===== src/sv/qsip_pkg.sv =====
package qsip_pkg;

	localparam int unsigned VALUE_W = 32;

	// sequencer states
	typedef enum logic [3:0] {
		ST_LOAD,
		ST_START,
		ST_POP,
		ST_POP_W,
		ST_PIV,
		ST_R_ADDR,
		ST_R_DATA,
		ST_L_ADDR,
		ST_L_DATA,
		ST_PLACE,
		ST_PUSH_L,
		ST_OUT_ADDR,
		ST_OUT_DATA,
		ST_OUT_WAIT
	} state_t;

endpackage


===== src/sv/quicksort_in_place_unit.sv =====
// In-place quicksort unit. Signed 32-bit values stream in on the slave side, one
// per transaction, one per cycle, into an element store of MAX_ELEMENTS entries;
// values beyond that are dropped and the set is flagged. The transaction with
// tlast high (its value is stored too, if room is left) closes the set and starts
// the sort: each partition takes the first element of its range as pivot and
// fills holes alternately from the right and the left, with pending subranges on
// an explicit stack (left part first). The sorted set then leaves on the master
// side in ascending order, tlast on its final value, tuser high on every value of
// a set that overflowed. The slave side is not ready from the closing transaction
// until the final result has been taken. Each compare step is a registered read of
// the single-read element store, then the shared signed comparator; each result is
// read from the store, registered and held on the master side until it is taken.
module quicksort_in_place_unit
	import qsip_pkg::*;
#(
	parameter int unsigned MAX_ELEMENTS = 64
) (
	input  logic                clk,
	input  logic                arst_n,
	input  logic                s_tvalid,
	output logic                s_tready,
	input  logic [VALUE_W-1:0]  s_tdata,   // [31:0] value
	input  logic                s_tlast,   // last
	output logic                m_tvalid,
	input  logic                m_tready,
	output logic [VALUE_W-1:0]  m_tdata,   // [31:0] sorted_value
	output logic                m_tlast,   // last_res
	output logic                m_tuser    // [0] overflowed
);

	localparam int unsigned IDX_W = $clog2(MAX_ELEMENTS);
	localparam int unsigned CNT_W = $clog2(MAX_ELEMENTS + 1);
	localparam int unsigned RNG_W = 2 * IDX_W;

	state_t state_q, state_nxt;

	// control state
	logic [CNT_W-1:0] count_q;    // elements held in the current set
	logic             ovf_q;      // set dropped elements
	logic [CNT_W-1:0] top_q;      // range stack depth
	logic [IDX_W-1:0] k_q;        // output index
	logic             m_tvalid_q;

	// partition working registers
	logic [IDX_W-1:0]   s_q, e_q, l_q, r_q;
	logic [VALUE_W-1:0] pivot_q;
	logic [VALUE_W-1:0] m_tdata_q;
	logic               m_tlast_q, m_tuser_q;

	// element store port
	logic               st_we;
	logic [IDX_W-1:0]   st_waddr, st_raddr;
	logic [VALUE_W-1:0] st_wdata, st_rdata;

	// range stack port: start in upper half, end in lower half
	logic             sk_we;
	logic [IDX_W-1:0] sk_waddr, sk_raddr;
	logic [RNG_W-1:0] sk_wdata, sk_rdata;

	logic s_acc;
	logic room;
	logic l_lt_r;
	logic push_r, push_l;
	logic out_last;
	logic [CNT_W-1:0] top_dec;

	// shared signed comparator: right scan asks store[r] < pivot,
	// left scan asks pivot < store[l]; either true means a hole gets filled
	logic signed [VALUE_W-1:0] cmp_a, cmp_b;
	logic                      cmp_lt;

	qsip_ram #(.WIDTH(VALUE_W), .DEPTH(MAX_ELEMENTS)) u_store (
		.clk  (clk),
		.we   (st_we),
		.waddr(st_waddr),
		.wdata(st_wdata),
		.raddr(st_raddr),
		.rdata(st_rdata)
	);

	qsip_ram #(.WIDTH(RNG_W), .DEPTH(MAX_ELEMENTS)) u_stack (
		.clk  (clk),
		.we   (sk_we),
		.waddr(sk_waddr),
		.wdata(sk_wdata),
		.raddr(sk_raddr),
		.rdata(sk_rdata)
	);

	assign s_acc    = s_tvalid && s_tready;
	assign room     = count_q < CNT_W'(MAX_ELEMENTS);
	assign l_lt_r   = l_q < r_q;
	assign push_r   = ({1'b0, l_q} + (IDX_W+1)'(1)) < {1'b0, e_q};
	assign push_l   = ({1'b0, s_q} + (IDX_W+1)'(1)) < {1'b0, l_q};
	assign out_last = (CNT_W'(k_q) + CNT_W'(1)) == count_q;
	assign top_dec  = top_q - CNT_W'(1);

	assign cmp_a  = (state_q == ST_L_DATA) ? $signed(pivot_q) : $signed(st_rdata);
	assign cmp_b  = (state_q == ST_L_DATA) ? $signed(st_rdata) : $signed(pivot_q);
	assign cmp_lt = cmp_a < cmp_b;

	always_ff @(posedge clk or negedge arst_n) begin
		if (!arst_n) begin
			state_q <= ST_LOAD;
		end else begin
			state_q <= state_nxt;
		end
	end

	always_comb begin
		state_nxt = state_q;
		s_tready  = 1'b0;
		st_we     = 1'b0;
		st_waddr  = l_q;
		st_wdata  = st_rdata;
		st_raddr  = r_q;
		sk_we     = 1'b0;
		sk_waddr  = top_q[IDX_W-1:0];
		sk_wdata  = {s_q, l_q - IDX_W'(1)};
		sk_raddr  = top_dec[IDX_W-1:0];
		case (state_q)
			ST_LOAD: begin
				s_tready = 1'b1;
				st_waddr = count_q[IDX_W-1:0];
				st_wdata = s_tdata;
				if (s_acc) begin
					st_we = room;
					if (s_tlast) begin
						state_nxt = ST_START;
					end
				end
			end
			ST_START: begin
				if (count_q < CNT_W'(2)) begin
					state_nxt = ST_OUT_ADDR;
				end else begin
					sk_we     = 1'b1;
					sk_waddr  = '0;
					sk_wdata  = {IDX_W'(0), count_q[IDX_W-1:0] - IDX_W'(1)};
					state_nxt = ST_POP;
				end
			end
			ST_POP: begin
				state_nxt = (top_q == '0) ? ST_OUT_ADDR : ST_POP_W;
			end
			ST_POP_W: begin
				st_raddr  = sk_rdata[RNG_W-1:IDX_W];
				state_nxt = ST_PIV;
			end
			ST_PIV: begin
				state_nxt = ST_R_ADDR;
			end
			ST_R_ADDR: begin
				st_raddr  = r_q;
				state_nxt = l_lt_r ? ST_R_DATA : ST_PLACE;
			end
			ST_R_DATA: begin
				if (cmp_lt) begin
					st_we     = 1'b1;
					st_waddr  = l_q;
					state_nxt = ST_L_ADDR;
				end else begin
					state_nxt = ST_R_ADDR;
				end
			end
			ST_L_ADDR: begin
				st_raddr  = l_q;
				state_nxt = l_lt_r ? ST_L_DATA : ST_PLACE;
			end
			ST_L_DATA: begin
				if (cmp_lt) begin
					st_we     = 1'b1;
					st_waddr  = r_q;
					state_nxt = ST_R_ADDR;
				end else begin
					state_nxt = ST_L_ADDR;
				end
			end
			ST_PLACE: begin
				st_we     = 1'b1;
				st_waddr  = l_q;
				st_wdata  = pivot_q;
				sk_we     = push_r;
				sk_wdata  = {l_q + IDX_W'(1), e_q};
				state_nxt = ST_PUSH_L;
			end
			ST_PUSH_L: begin
				sk_we     = push_l;
				state_nxt = ST_POP;
			end
			ST_OUT_ADDR: begin
				st_raddr  = k_q;
				state_nxt = ST_OUT_DATA;
			end
			ST_OUT_DATA: begin
				state_nxt = ST_OUT_WAIT;
			end
			ST_OUT_WAIT: begin
				if (m_tready) begin
					state_nxt = m_tlast_q ? ST_LOAD : ST_OUT_ADDR;
				end
			end
			default: begin
				state_nxt = ST_LOAD;
			end
		endcase
	end

	// control registers
	always_ff @(posedge clk or negedge arst_n) begin
		if (!arst_n) begin
			count_q    <= '0;
			ovf_q      <= 1'b0;
			top_q      <= '0;
			k_q        <= '0;
			m_tvalid_q <= 1'b0;
		end else begin
			case (state_q)
				ST_LOAD: begin
					if (s_acc) begin
						if (room) begin
							count_q <= count_q + CNT_W'(1);
						end else begin
							ovf_q <= 1'b1;
						end
					end
				end
				ST_START: begin
					top_q <= CNT_W'(1);
					k_q   <= '0;
				end
				ST_POP: begin
					if (top_q != '0) begin
						top_q <= top_dec;
					end
				end
				ST_PLACE: begin
					if (push_r) begin
						top_q <= top_q + CNT_W'(1);
					end
				end
				ST_PUSH_L: begin
					if (push_l) begin
						top_q <= top_q + CNT_W'(1);
					end
				end
				ST_OUT_DATA: begin
					m_tvalid_q <= 1'b1;
				end
				ST_OUT_WAIT: begin
					if (m_tready) begin
						m_tvalid_q <= 1'b0;
						if (m_tlast_q) begin
							count_q <= '0;
							ovf_q   <= 1'b0;
							k_q     <= '0;
						end else begin
							k_q <= k_q + IDX_W'(1);
						end
					end
				end
				default: begin
				end
			endcase
		end
	end

	// partition and output payload registers
	always_ff @(posedge clk) begin
		case (state_q)
			ST_POP_W: begin
				s_q <= sk_rdata[RNG_W-1:IDX_W];
				l_q <= sk_rdata[RNG_W-1:IDX_W];
				e_q <= sk_rdata[IDX_W-1:0];
				r_q <= sk_rdata[IDX_W-1:0];
			end
			ST_PIV: begin
				pivot_q <= st_rdata;
			end
			ST_R_DATA: begin
				if (cmp_lt) begin
					l_q <= l_q + IDX_W'(1);
				end else begin
					r_q <= r_q - IDX_W'(1);
				end
			end
			ST_L_DATA: begin
				if (cmp_lt) begin
					r_q <= r_q - IDX_W'(1);
				end else begin
					l_q <= l_q + IDX_W'(1);
				end
			end
			ST_OUT_DATA: begin
				m_tdata_q <= st_rdata;
				m_tlast_q <= out_last;
				m_tuser_q <= ovf_q;
			end
			default: begin
			end
		endcase
	end

	assign m_tvalid = m_tvalid_q;
	assign m_tdata  = m_tdata_q;
	assign m_tlast  = m_tlast_q;
	assign m_tuser  = m_tuser_q;

endmodule


===== src/sv/qsip_ram.sv =====
module qsip_ram #(
	parameter int unsigned WIDTH = 32,
	parameter int unsigned DEPTH = 64
) (
	input  logic                     clk,
	input  logic                     we,
	input  logic [$clog2(DEPTH)-1:0] waddr,
	input  logic [WIDTH-1:0]         wdata,
	input  logic [$clog2(DEPTH)-1:0] raddr,
	output logic [WIDTH-1:0]         rdata
);

	logic [WIDTH-1:0] mem_q [DEPTH];
	logic [WIDTH-1:0] rdata_q;

	always_ff @(posedge clk) begin
		if (we) begin
			mem_q[waddr] <= wdata;
		end
		rdata_q <= mem_q[raddr];
	end

	assign rdata = rdata_q;

endmodule


===== config.mk =====
export PLATFORM = sky130hd
export DESIGN_NAME = quicksort_in_place_unit
export DESIGN_NICKNAME = d
export VERILOG_FILES = /design/src/sv/qsip_pkg.sv /design/src/sv/quicksort_in_place_unit.sv /design/src/sv/qsip_ram.sv
export SDC_FILE = /design/constraint.sdc
export NUM_CORES = 2
export LEC_CHECK = 0
export ABC_AREA = 0
export BUFFER_PORTS_ARGS = -buffer_cell sky130_fd_sc_hd__buf_2
export CAP_MARGIN = 25
export CORE_UTILIZATION = 40
export CTS_CLUSTER_SIZE = 10
export DETAILED_ROUTE_END_ITERATION = 8
export GPL_ROUTABILITY_DRIVEN = 0
export SYNTH_ARGS = -nofsm -noshare
export SYNTH_HDL_FRONTEND = slang
export SYNTH_SLANG_ARGS = --single-unit

===== constraint.sdc =====
create_clock -name clk -period 5.9 [get_ports clk]
set_input_delay 0.59 -clock clk [delete_from_list [all_inputs] [get_ports clk]]
set_output_delay 0.59 -clock clk [all_outputs]
set_load 0.1 [all_outputs]

==> run_results.csv <==
group,metric,value,unit
run_status,outcome,"completed",
power_and_ir_drop,irDropWorstVdd,0.459,mV
clock_tree,cts_resized,0,
detailed_routing,dr.pass1.iters,8,
timing,max_freq,177,MHz
detailed_routing,drt_wl_total,329000,um
clock_tree,numCtsBuffers,342,
detailed_routing,drc,0,
timing,clock_skew,102,ps
detailed_routing,vias_per_cell,5.85,
floorplan,io_pins,73,
yosys,syn_nets,7752,
global_route,gr-total-overflow,0,
yosys,synth_top_area_share,0.730,
placed_design,port_buffers,72,
yosys,postSynthAreaPerCell,15.5,sq um
timing,holdWs,177,ps
yosys,synth_largest_area_cell,"edfxtp_1",
timing,timing.final.crit_period,5650,ps
detailed_routing,wire_per_inst,27.6,um
final_layout,layout-drive-gt1-share,0.150,
worst_hold_path,min_path_cells,3,
power_and_ir_drop,p_leak,43.1,nW
critical_path,crit_chain,"or4b_1 -> nand2_1 -> o22ai_1 -> o21ai_1 -> a31oi_1 -> a311oi_2 -> a21boi_1 -> o21a_1 -> a2111oi_4 -> nand3b_2 -> nor2_4 -> buf_12",
final_layout,nets,7960,
clock_tree,cts_sinks,2976,
clock_tree,cts-root-buf,"clkbuf_16",
detailed_routing,vias,69800,
clock_tree,cts_buffer_depth,4,
detailed_routing,detail-route-antenna-nets,0,
yosys,yosys.area_share.simple,0.0781,
critical_path,endpoint_kind,"flip-flop",
timing,drv_slew,0,
yosys,yosysSeqAreaShare,0.743,
yosys,synth-edff-count,2906,
floorplan,coreArea,0.297,sq mm
timing,slew-limit-headroom,0.252,
worst_hold_path,hold_path.class,"in -> reg",
flow_run,maxCapViolCount,0,
floorplan,row_count,200,
floorplan,dieArea,0.301,sq mm
global_route,grt_pass1_wl,477000,um
timing,timing_hold_violations_final,0,
critical_path,cp_slowest_cell,"or4b_1",
timing,fin_crit_sh,0.958,
global_route,grt_max_degree,120,
yosys,muxShareOfSynthArea,0.0482,
final_layout,regArea,0.0888,sq mm
floorplan,start_util,0.402,
placed_design,dp.final_hpwl,196000,um
yosys,synth_cells,7690,
critical_path,crit_type,"reg -> reg",
floorplan,die_h,549,um
global_route,antenna_found_initial,14,
global_route,grt.total_usage,0.215,
yosys,synth_top_flop_cell,"edfxtp_1",
yosys,ys_async_sr_fraction,0.00874,
placed_design,placed_cell_area,0.127,sq mm
global_route,grt_pass1_vias,67900,
final_layout,area_growth,14.0,%
final_layout,fillers,25300,
critical_path,cp.arrival,6150,ps
power_and_ir_drop,power,83.4,mW
clock_tree,clkTransAtPathRegs,60,ps
yosys,yosysWarnings,0,
final_layout,fin_area,0.136,sq mm
yosys,synth_compound_area_frac,0.103,
yosys,ys_top_cells_by_area,"edfxtp_1 (73%), mux4_2 (4.7%), a211oi_1 (4.7%)",
floorplan,fp.dieW,549,um
timing,setup_tns,0,ps
yosys,ys_types,86,
final_layout,multiInputGateArea,0.0293,sq mm
yosys,synth_xor_area_frac,0.00425,
power_and_ir_drop,p_per_area,612,mW/mm^2
critical_path,required,6400,ps
yosys,synth_seq_cells,2976,
detailed_routing,drtIter0Drc,7629,
clock_tree,htreeDepth,5,
timing,setup_violations,0,
timing,rsz0062_at_grt,"no",
yosys,synth_top_family_by_area,"compound AO/OA/AOI/OAI gates",
timing,worstMarginPinSlew,1120,ps
final_layout,fin_util,0.459,
clock_tree,insertion_delay,890,ps
yosys,syn_area,0.120,sq mm
critical_path,cp_max_fo,17,
yosys,synth_fa_ha_area_frac,0.00388,
clock_tree,cts_setup_buffers,0,
critical_path,reg2reg_depth,12,
clock_tree,cts_tree,"yes",
critical_path,startpoint_type,"flip-flop",
critical_path,slowest_delay,840,ps
## worst paths after layout
check                                               from                              to  slack, ps
worst max register to register    state_q[1]$_DFFE_PN0P_  u_store.mem_q[50][9]$_DFFE_PP_        250
worst min register to register  u_stack.rdata[1]$_DFF_P_                e_q[1]$_DFFE_PP_        460
worst max-delay path              state_q[1]$_DFFE_PN0P_  u_store.mem_q[50][9]$_DFFE_PP_        250
worst min-delay path                            s_tvalid               ovf_q$_DFFE_PN0P_        180
min in group asynchronous                         arst_n            top_q[4]$_DFFE_PN0P_        370
max in group asynchronous                         arst_n            top_q[0]$_DFFE_PN0P_       4960
## placed cells by master (no fill, tap or decap), types with 27 or more instances in the layout
master / synthesis / routed
dfxtp_1: 44 / 44
a22oi_1: 29 / 29
nor3_2: 4 / 39
mux4_2: 252 / 252
nand3_1: 35 / 35
a311oi_1: 258 / 258
and2_1: 499 / 499
a31oi_1: 267 / 267
o21ai_0: 43 / 38
a211oi_1: 745 / 745
clkbuf_1: 496 / 70
nand2_1: 1138 / 1114
nor2b_1: 27 / 27
clkbuf_16: 0 / 350
buf_2: 9 / 74
buf_4: 4 / 291
nand2b_1: 29 / 29
edfxtp_1: 2906 / 2906
a21oi_1: 282 / 282
nor2_1: 142 / 116
xor2_1: 29 / 29
inv_1: 50 / 50
buf_12: 0 / 56
## kinds of logic (layout without fill, tap and decap cells)
group,Yosys count,after routing
multiplexers,260,260
buffers and inverters,615,921
other,0,5
adder cells (fa/ha/maj),40,40
flip-flops,2976,2976
AND/OR/NAND/NOR,2008,2008
AO/OA/AOI/OAI,1733,1733
XOR/XNOR,58,58
## power by group
group | internal [mW] | total, mW | switching (mW) | leakage (nW)
Clock | 10.6 | 18.5 | 7.83 | 4.52
Sequential | 29.2 | 30.0 | 0.762 | 26.9
Combinational | 9.37 | 34.9 | 25.6 | 11.7
Total | 49.2 | 83.4 | 34.2 | 43.1
## cell type report
type,instances,area share
Tap cell,3939,0.0362
Sequential cell,2976,0.652
Clock inverter,19,0.00179
Multi-Input combinational cell,4099,0.215
Timing Repair Buffer,427,0.0276
Inverter,52,0.00143
Antenna cell,5,0.0000918
Clock buffer,423,0.0665
## state kept, by name (all words and copies together) (netlist names), 4 cells and up
| name | cells |
|---|---|
| count_q | 7 |
| e_q | 6 |
| k_q | 6 |
| l_q | 6 |
| m_tdata | 32 |
| pivot_q | 32 |
| r_q | 6 |
| s_q | 6 |
| state_q | 4 |
| top_q | 7 |
| u_stack.mem_q | 768 |
| u_stack.rdata | 12 |
| u_store.mem_q | 2048 |
| u_store.rdata | 32 |
## routing by layer
metal,vias up,share of wire,global-route usage
met2,2810,0.47,0.343
li1,30500,-,-
met4,4,0.053,0.105
met1,35800,0.41,0.290
met3,655,0.068,0.0308
met5,-,0.000082,0
## synth_stat cells, types with 9 or more instances
cell and n:
o21ai_0 43, and3_1 13, xnor2_1 29, dfrtp_1 26, and2_0 18, nand3_1 35, o21a_1 10, nand2_1 1138
clkbuf_1 496, mux4_2 252, maj3_1 14, a22oi_1 29, edfxtp_1 2906, a311oi_1 258, dfxtp_1 44, inv_1 50
nor2_1 142, buf_2 9, nor3_1 56, and2_1 499, nor2b_1 27, a211oi_1 745, buf_1 53, nand2b_1 29
ha_1 25, a31oi_1 267, o22ai_1 12, xor2_1 29, a21oi_1 282
## stage by stage
step	setup WS [ps]	cells
after detailed placement	381	11500
after global routing	23.3	11900
after floorplan	222	7690
after CTS	333	11900
final	249	11900
after global placement	422	11500
## what timing repair did
action	in CTS	in global routing
endpoints found under the hold margin	28	0
setup endpoints to repair	0	0
hold buffers	2	0
## worst max-delay path: cells and delay by family (launching register included)
kind	cells	cell delay (ps)
AND/OR/NAND/NOR	4	2320
buffers and inverters	1	230
AO/OA/AOI/OAI	7	2150
flip-flops	1	570
No activity file was read; power rests on OpenSTA's default activity.
